### src/hw/rtl/cfcs_pkg.sv
package cfcs_pkg;

  // Byte codes that steer the scan.
  localparam logic [7:0] ByteRecordMark = 8'h3E;  // '>'
  localparam logic [7:0] ByteNewline    = 8'h0A;  // '\n'
  localparam logic [7:0] ByteUpperC     = 8'h43;  // 'C'
  localparam logic [7:0] ByteLowerC     = 8'h63;  // 'c'
  localparam logic [7:0] ByteUpperG     = 8'h47;  // 'G'
  localparam logic [7:0] ByteLowerG     = 8'h67;  // 'g'

  // Saturation top of positions, lengths and counts.
  localparam logic [31:0] Top32 = 32'hFFFF_FFFF;

  // Kind codes of a result item.
  localparam logic [1:0] KindSite     = 2'd0;
  localparam logic [1:0] KindSummary  = 2'd1;
  localparam logic [1:0] KindNoRecord = 2'd2;

  // One result item as it leaves the block.
  typedef struct packed {
    logic [1:0]  kind;
    logic [15:0] ordinal;
    logic [31:0] position;
    logic [31:0] length;
    logic [31:0] count;
    logic        last;
  } result_t;

  // Results produced by one byte, packed from the first slot up.
  typedef struct packed {
    logic [1:0] num;
    result_t    first;
    result_t    second;
  } push_t;

endpackage

### src/hw/rtl/cfcs_scan_core.sv
module cfcs_scan_core #(
  parameter int RECORD_ID_BITS = 16
) (
  input  logic                 clk,
  input  logic                 rst,
  input  logic                 step,
  input  logic [7:0]           file_byte,
  input  logic                 is_final_byte,
  output cfcs_pkg::push_t      push
);

  typedef enum logic [2:0] {
    MODE_IDLE   = 3'b001,
    MODE_HEADER = 3'b010,
    MODE_SEQ    = 3'b100
  } mode_t;

  mode_t                      scan_mode, scan_mode_next;
  logic                       previous_was_c, previous_was_c_next;
  logic [31:0]                sequence_position, sequence_position_next;
  logic [31:0]                sites_in_record, sites_in_record_next;
  logic [RECORD_ID_BITS-1:0]  current_record, current_record_next;

  logic                       in_record;
  logic                       is_mark, is_newline, is_g, is_c;
  logic                       has_first;
  cfcs_pkg::result_t          res_a, res_fin;
  logic [31:0]                cur_ext, next_ext;
  logic [31:0]                c_pos;

  assign is_mark    = (file_byte == cfcs_pkg::ByteRecordMark);
  assign is_newline = (file_byte == cfcs_pkg::ByteNewline);
  assign is_g       = (file_byte == cfcs_pkg::ByteUpperG) || (file_byte == cfcs_pkg::ByteLowerG);
  assign is_c       = (file_byte == cfcs_pkg::ByteUpperC) || (file_byte == cfcs_pkg::ByteLowerC);
  assign in_record  = (scan_mode == MODE_HEADER) || (scan_mode == MODE_SEQ);
  assign cur_ext    = 32'(current_record);
  assign next_ext   = 32'(current_record_next);
  assign c_pos      = ((sequence_position < cfcs_pkg::Top32) && (sequence_position != 32'd0))
                      ? sequence_position - 32'd1 : cfcs_pkg::Top32;

  // Byte-level scan: state update and the result raised before end of file.
  always_comb begin
    scan_mode_next         = scan_mode;
    previous_was_c_next    = previous_was_c;
    sequence_position_next = sequence_position;
    sites_in_record_next   = sites_in_record;
    current_record_next    = current_record;
    has_first              = 1'b0;
    res_a                  = '0;
    if (is_mark) begin
      if (in_record) begin
        has_first           = 1'b1;
        res_a.kind          = cfcs_pkg::KindSummary;
        res_a.ordinal       = cur_ext[15:0];
        res_a.length        = sequence_position;
        res_a.count         = sites_in_record;
        current_record_next = current_record + 1'b1;
      end else begin
        current_record_next = '0;
      end
      scan_mode_next         = MODE_HEADER;
      previous_was_c_next    = 1'b0;
      sequence_position_next = '0;
      sites_in_record_next   = '0;
    end else begin
      case (scan_mode)
        MODE_HEADER: begin
          if (is_newline) begin
            scan_mode_next = MODE_SEQ;
          end
        end
        MODE_SEQ: begin
          if (!is_newline) begin
            if (previous_was_c && is_g) begin
              has_first      = 1'b1;
              res_a.kind     = cfcs_pkg::KindSite;
              res_a.ordinal  = cur_ext[15:0];
              res_a.position = c_pos;
              if (sites_in_record < cfcs_pkg::Top32) begin
                sites_in_record_next = sites_in_record + 32'd1;
              end
            end
            previous_was_c_next = is_c;
            if (sequence_position < cfcs_pkg::Top32) begin
              sequence_position_next = sequence_position + 32'd1;
            end
          end
        end
        default: begin
        end
      endcase
    end
  end

  // End-of-file result, taken from the state after this byte.
  always_comb begin
    res_fin      = '0;
    res_fin.last = 1'b1;
    if ((scan_mode_next == MODE_HEADER) || (scan_mode_next == MODE_SEQ)) begin
      res_fin.kind    = cfcs_pkg::KindSummary;
      res_fin.ordinal = next_ext[15:0];
      res_fin.length  = sequence_position_next;
      res_fin.count   = sites_in_record_next;
    end else begin
      res_fin.kind = cfcs_pkg::KindNoRecord;
    end
  end

  // Pack the results of this byte from the first slot up.
  always_comb begin
    push = '0;
    if (step) begin
      if (has_first) begin
        push.first      = res_a;
        push.first.last = !is_final_byte;
        push.second     = res_fin;
        push.num        = is_final_byte ? 2'd2 : 2'd1;
      end else if (is_final_byte) begin
        push.first = res_fin;
        push.num   = 2'd1;
      end
    end
  end

  // State registers; the last byte of a file returns everything to reset.
  always_ff @(posedge clk) begin
    if (rst) begin
      scan_mode         <= MODE_IDLE;
      previous_was_c    <= 1'b0;
      sequence_position <= '0;
      sites_in_record   <= '0;
      current_record    <= '0;
    end else if (step) begin
      if (is_final_byte) begin
        scan_mode         <= MODE_IDLE;
        previous_was_c    <= 1'b0;
        sequence_position <= '0;
        sites_in_record   <= '0;
        current_record    <= '0;
      end else begin
        scan_mode         <= scan_mode_next;
        previous_was_c    <= previous_was_c_next;
        sequence_position <= sequence_position_next;
        sites_in_record   <= sites_in_record_next;
        current_record    <= current_record_next;
      end
    end
  end

endmodule

### src/hw/rtl/cfcs_result_queue.sv
module cfcs_result_queue (
  input  logic               clk,
  input  logic               rst,
  input  cfcs_pkg::push_t    push,
  output logic               room,
  output logic               out_valid,
  input  logic               out_ready,
  output cfcs_pkg::result_t  out_item
);

  cfcs_pkg::result_t entries [4];
  logic [1:0]        head, tail;
  logic [2:0]        fill, fill_next;
  logic              pop;

  // Room for the two results a single byte can raise.
  assign room      = (fill <= 3'd2);
  assign out_valid = (fill != 3'd0);
  assign out_item  = entries[head];
  assign pop       = out_valid && out_ready;
  assign fill_next = fill + 3'(push.num) - 3'(pop);

  // Result storage, written at the tail with up to two items.
  always_ff @(posedge clk) begin
    if (push.num != 2'd0) begin
      entries[tail] <= push.first;
    end
    if (push.num == 2'd2) begin
      entries[tail + 2'd1] <= push.second;
    end
  end

  // Pointers and fill level.
  always_ff @(posedge clk) begin
    if (rst) begin
      head <= '0;
      tail <= '0;
      fill <= '0;
    end else begin
      tail <= tail + push.num;
      if (pop) begin
        head <= head + 2'd1;
      end
      fill <= fill_next;
    end
  end

endmodule

### src/hw/rtl/fasta_cpg_site_scanner_unit.sv
// FASTA CpG site scanner. Bytes of a FASTA file enter on the slave stream,
// one item per byte, with s_tlast on the last byte of the file. A byte is
// accepted whenever the input register is empty or its byte is scanned. The
// registered input byte is scanned and its results written into a four-entry
// result queue, whose head is offered on the master stream. Each CpG pair
// gives a site item with the C position, each record end gives a summary,
// and a file without a record gives a no-record item; m_tlast marks the
// last result of a byte. A byte can raise two results, each its own output
// item, so the sustained rate is one byte per cycle only while each byte
// gives at most one result and m_tready is high, and input stalls whenever
// the queue holds more than two results.
module fasta_cpg_site_scanner_unit #(
  parameter int RECORD_ID_BITS = 16
) (
  input  logic         clk,
  input  logic         rst,
  // Byte stream in.
  input  logic         s_tvalid,
  output logic         s_tready,
  input  logic [7:0]   s_tdata,   // [7:0] file_byte
  input  logic         s_tlast,   // is_final_byte
  // Result stream out.
  output logic         m_tvalid,
  input  logic         m_tready,
  output logic [111:0] m_tdata,   // record_ordinal, site_position, sequence_length, site_count
  output logic [1:0]   m_tuser,   // result_kind
  output logic         m_tlast    // last_of_run
);

  logic              in_valid;
  logic [7:0]        in_byte;
  logic              in_final;
  logic              room;
  logic              fire;
  cfcs_pkg::push_t   push;
  cfcs_pkg::result_t head_item;

  assign fire     = in_valid && room;
  assign s_tready = !in_valid || fire;

  // Input item register.
  always_ff @(posedge clk) begin
    if (rst) begin
      in_valid <= 1'b0;
    end else if (s_tvalid && s_tready) begin
      in_valid <= 1'b1;
    end else if (fire) begin
      in_valid <= 1'b0;
    end
  end

  always_ff @(posedge clk) begin
    if (s_tvalid && s_tready) begin
      in_byte  <= s_tdata;
      in_final <= s_tlast;
    end
  end

  cfcs_scan_core #(
    .RECORD_ID_BITS(RECORD_ID_BITS)
  ) u_core (
    .clk           (clk),
    .rst           (rst),
    .step          (fire),
    .file_byte     (in_byte),
    .is_final_byte (in_final),
    .push          (push)
  );

  cfcs_result_queue u_queue (
    .clk       (clk),
    .rst       (rst),
    .push      (push),
    .room      (room),
    .out_valid (m_tvalid),
    .out_ready (m_tready),
    .out_item  (head_item)
  );

  // Result item onto the master stream.
  assign m_tdata = {head_item.count, head_item.length, head_item.position, head_item.ordinal};
  assign m_tuser = head_item.kind;
  assign m_tlast = head_item.last;

endmodule
### config.mk
export PLATFORM = sky130hd
export DESIGN_NAME = fasta_cpg_site_scanner_unit
export DESIGN_NICKNAME = d
export VERILOG_FILES = /design/src/hw/rtl/cfcs_pkg.sv /design/src/hw/rtl/cfcs_scan_core.sv /design/src/hw/rtl/cfcs_result_queue.sv /design/src/hw/rtl/fasta_cpg_site_scanner_unit.sv
export SDC_FILE = /design/constraint.sdc
export NUM_CORES = 1
export LEC_CHECK = 0
export BUFFER_PORTS_ARGS = -buffer_cell sky130_fd_sc_hd__buf_4
export CAP_MARGIN = 20
export CORE_ASPECT_RATIO = 0.6
export CORE_MARGIN = 2
export CORE_UTILIZATION = 57
export CTS_BUF_LIST = sky130_fd_sc_hd__clkbuf_8 sky130_fd_sc_hd__clkbuf_16
export DETAILED_ROUTE_END_ITERATION = 12
export PLACE_DENSITY = 0.84
export SETUP_SLACK_MARGIN = 0.15
export SYNTH_ARGS = -nofsm -noshare
export SYNTH_HDL_FRONTEND = slang
export SYNTH_SLANG_ARGS = --single-unit
### constraint.sdc
create_clock -name clk -period 8.6 [get_ports clk]
set_input_delay 0.86 -clock clk [delete_from_list [all_inputs] [get_ports clk]]
set_output_delay 0.86 -clock clk [all_outputs]
set_load 0.01 [all_outputs]
==> impl_results.md <==
* Max-slew violations at 0
* CTS H-tree depth at 2
* TritonCTS clock tree: done
* Met3 wire length at 16,100 um
* Synthesized flop and latch total at 563
* Post-route clock skew at 0.0195 ns
* Post-Synthesis Cells at 2,860
* Setup-failing EPs final at 0
* Final hold slack at 0.418 ns
* Fill count at 3,912
* Vias in the first global route at 25,100
* Fmax at 179 MHz
* First-pass iteration count of the detailed router at 7
* LEAKAGE at 11.7 nW
* Vias after detailed routing at 26,100
* Synth Flop Type: edfxtp_1
* Share of cells above drive strength 1 at 0.161
* Pwr dens at 201 mW/mm2
* PnR worst setup slack at 3.00 ns
* Slew @ Worst Pin at 1.23 ns
* Routed wire length at 97,800 um
* Crit-path max FO at 52
* Worst VDD drop at 238 uV
* Worst-path clk slew at 0.07 ns
* Fin crit share at 0.651
* # IOs at 130
* Die Y-Extent at 181 um
* Synthesized net count at 2,884
* Status: finished, final reports clean
* Hold Crit Class: in -> reg
* Area of the multi-input gates at 0.0138 mm2
* Clock tree buffer depth at 3
* Die width at 299 um
* Aggregate global routing overflow at 0
* Drt wl/cell at 27.5 um
* Total CTS buffers at 50
* Core Box Area at 0.0512 mm2
* Worst setup EP type: register
* Post-Syn Area per Cell at 10.4 um2
* Die ar. at 0.0541 mm2
* Post-synth EDFFs at 341
* Clock Latency Late Sink at 0.62 ns
* Met1 wire length at 36,400 um
* GP Congestion at 0.970
* Crit start category: register
* Starting Density at 0.580
* PortBufs at 129
* Via/cell ratio at 7.35
* Synth unique cells at 87
* Final HPWL DP at 62,500 um
* WP data required at 8.97 ns
* Fin crit period at 5.60 ns
* CTS Sinks at 563
* FP Rows at 64
* R2R cell count at 12
* CTS resizes at 0
* Relative slew slack at 0.177
* Final Hold Viols at 0
* Worst Setup Path Type: reg -> reg
* Worst slack at placement at 3.36 ns
* Async S/R FF share, synth at 0
* Setup bufs post-CTS at 0
* Highest metal used: met4
* Critical path arrival at 5.96 ns
* Number of antenna violations at the first check in global routing at 1
* Syn Std Cell Area at 0.0297 mm2
* Unrepaired setup endpoints after global routing: no
* # Max-Cap Violations at 0
* Cells after DPL at 3,462
* Pin count of the biggest net entering global routing at 73
* Sequential-to-total area share from yosys stat at 0.494
* # hold bufs at CTS at 0
* Final nets at 2,847
* Synth warnings at 0
* FF+latch area at 0.0147 mm2
* Clock Tree Root: clkbuf_16
* Met2 wire len at 41,500 um
* Area grow syn2layout at 10.4%
* ANT nets after route at 0
* Worst hold stages at 1
* First-pass GRT wire length at 148,000 um
* # DRC at 0
* DRT iter0 DRCs at 4,345
* Post-route setup TNS at 0 ns
* Fin cells at 3,559
* GRT Overall Usage at 0.353
[state kept, by name, summed over array words and instances, names as in the netlist, named ones only]
register,cells
u_queue.entries,460
u_core.sequence_position,32
u_core.sites_in_record,32
u_core.current_record,16
in_byte,8
u_core.scan_mode,3
u_queue.fill,3
u_queue.head,2
u_queue.tail,2
in_final,1
in_valid,1
u_core.previous_was_c,1
[layer usage]
layer / vias to the layer above / GRT usage
met3: 343 / 0.121
met5: - / 0
li1: 10900 / -
met4: 0 / 0.126
met2: 2240 / 0.518
met1: 12600 / 0.490
[final timing paths]
kind	from	end	slack [ns]
max reg2reg	in_byte[3]	u_queue.entries[3][42]	3.00
min	s_tdata[7]	in_byte[7]	0.42
min reg2reg	u_queue.entries[1][69]	u_queue.entries[1][69]	0.45
max	in_byte[3]	u_queue.entries[3][42]	3.00
[metrics by stage]
step | cell area (um2) | power (W) | utilization
finish | 32800 | 0.00660 | 0.640
global route | 32800 | 0.00677 | 0.640
CTS | 32800 | 0.00660 | 0.640
detailed placement | 30900 | 0.00407 | 0.603
global placement | 30900 | 0.00406 | 0.603
floorplan | 29700 | 0.00363 | -
[area by class of cell]
type,count,share of cell area
multi-input combinational,1991,0.421
clock buffer,61,0.0438
tap,693,0.0264
timing repair buffer,188,0.0438
clock inverter,33,0.0137
inverter,29,0.00347
sequential,563,0.448
antenna,1,0.0000763
[cell usage after synthesis, types with 61 or more instances]
| library cell | count | share of area |
|---|---|---|
| dfxtp_1 | 222 | 0.15 |
| a22o_1 | 113 | 0.033 |
| nand2_1 | 280 | 0.035 |
| a31oi_1 | 79 | 0.017 |
| nand3_1 | 85 | 0.014 |
| buf_2 | 61 | 0.010 |
| nor2_1 | 96 | 0.012 |
| edfxtp_1 | 341 | 0.34 |
| a21o_1 | 129 | 0.033 |
| clkbuf_1 | 181 | 0.023 |
| mux4_2 | 115 | 0.087 |
| nor3_1 | 153 | 0.026 |
| o21ai_0 | 272 | 0.046 |
| a21oi_1 | 143 | 0.024 |
[worst max-delay path, stage by stage (launching register included)]
cell	delay, ns
edfxtp_1	0.51
and4bb_1	0.35
nand4_1	0.60
o21ai_2	0.54
ha_1	0.38
nor2_1	0.39
nor3_1	0.21
nand3_1	0.13
buf_4	0.29
o31a_2	0.72
buf_4	0.65
o21ai_0	0.22
a21o_1	0.25
[placed cells by master (no fill, tap or decap), drive strengths merged, types with 5 or more instances in the layout]
| master | n |
|---|---|
| o31ai | 16 |
| o21ai | 301 |
| nand2 | 280 |
| a21oi | 144 |
| a31oi | 81 |
| and4 | 25 |
| dfxtp | 222 |
| and2 | 26 |
| nor4 | 45 |
| and3 | 46 |
| xnor2 | 30 |
| a21o | 129 |
| a211oi | 7 |
| a22oi | 26 |
| o31a | 6 |
| nand3 | 85 |
| nand2b | 5 |
| ha | 10 |
| inv | 30 |
| or4 | 7 |
| buf | 188 |
| edfxtp | 341 |
| a22o | 113 |
| or3 | 36 |
| o22ai | 45 |
| mux4 | 115 |
| clkinv | 18 |
| clkbuf | 61 |
| o211ai | 6 |
| xor2 | 10 |
| nand4 | 43 |
| nor2 | 101 |
| o2bb2ai | 25 |
| nor2b | 6 |
| bufinv | 10 |
| nor3 | 165 |
[power breakdown]
| part | switching, W | internal [W] |
|---|---|---|
| Sequential | 0.0000819 | 0.00289 |
| Clock | 0.00109 | 0.00150 |
| Combinational | 0.000538 | 0.000499 |
| Total | 0.00171 | 0.00489 |
[logic make-up after synthesis]
logic type,count (synthesis),share of synthesized area
AO/OA/AOI/OAI,932,0.203
XOR/XNOR,40,0.0120
adder cells (fa/ha/maj),11,0.00488
buffers and inverters,306,0.0436
flip-flops,563,0.494
multiplexers,118,0.0882
AND/OR/NAND/NOR,890,0.155
Note: power is estimated with default switching activity, not from simulation.
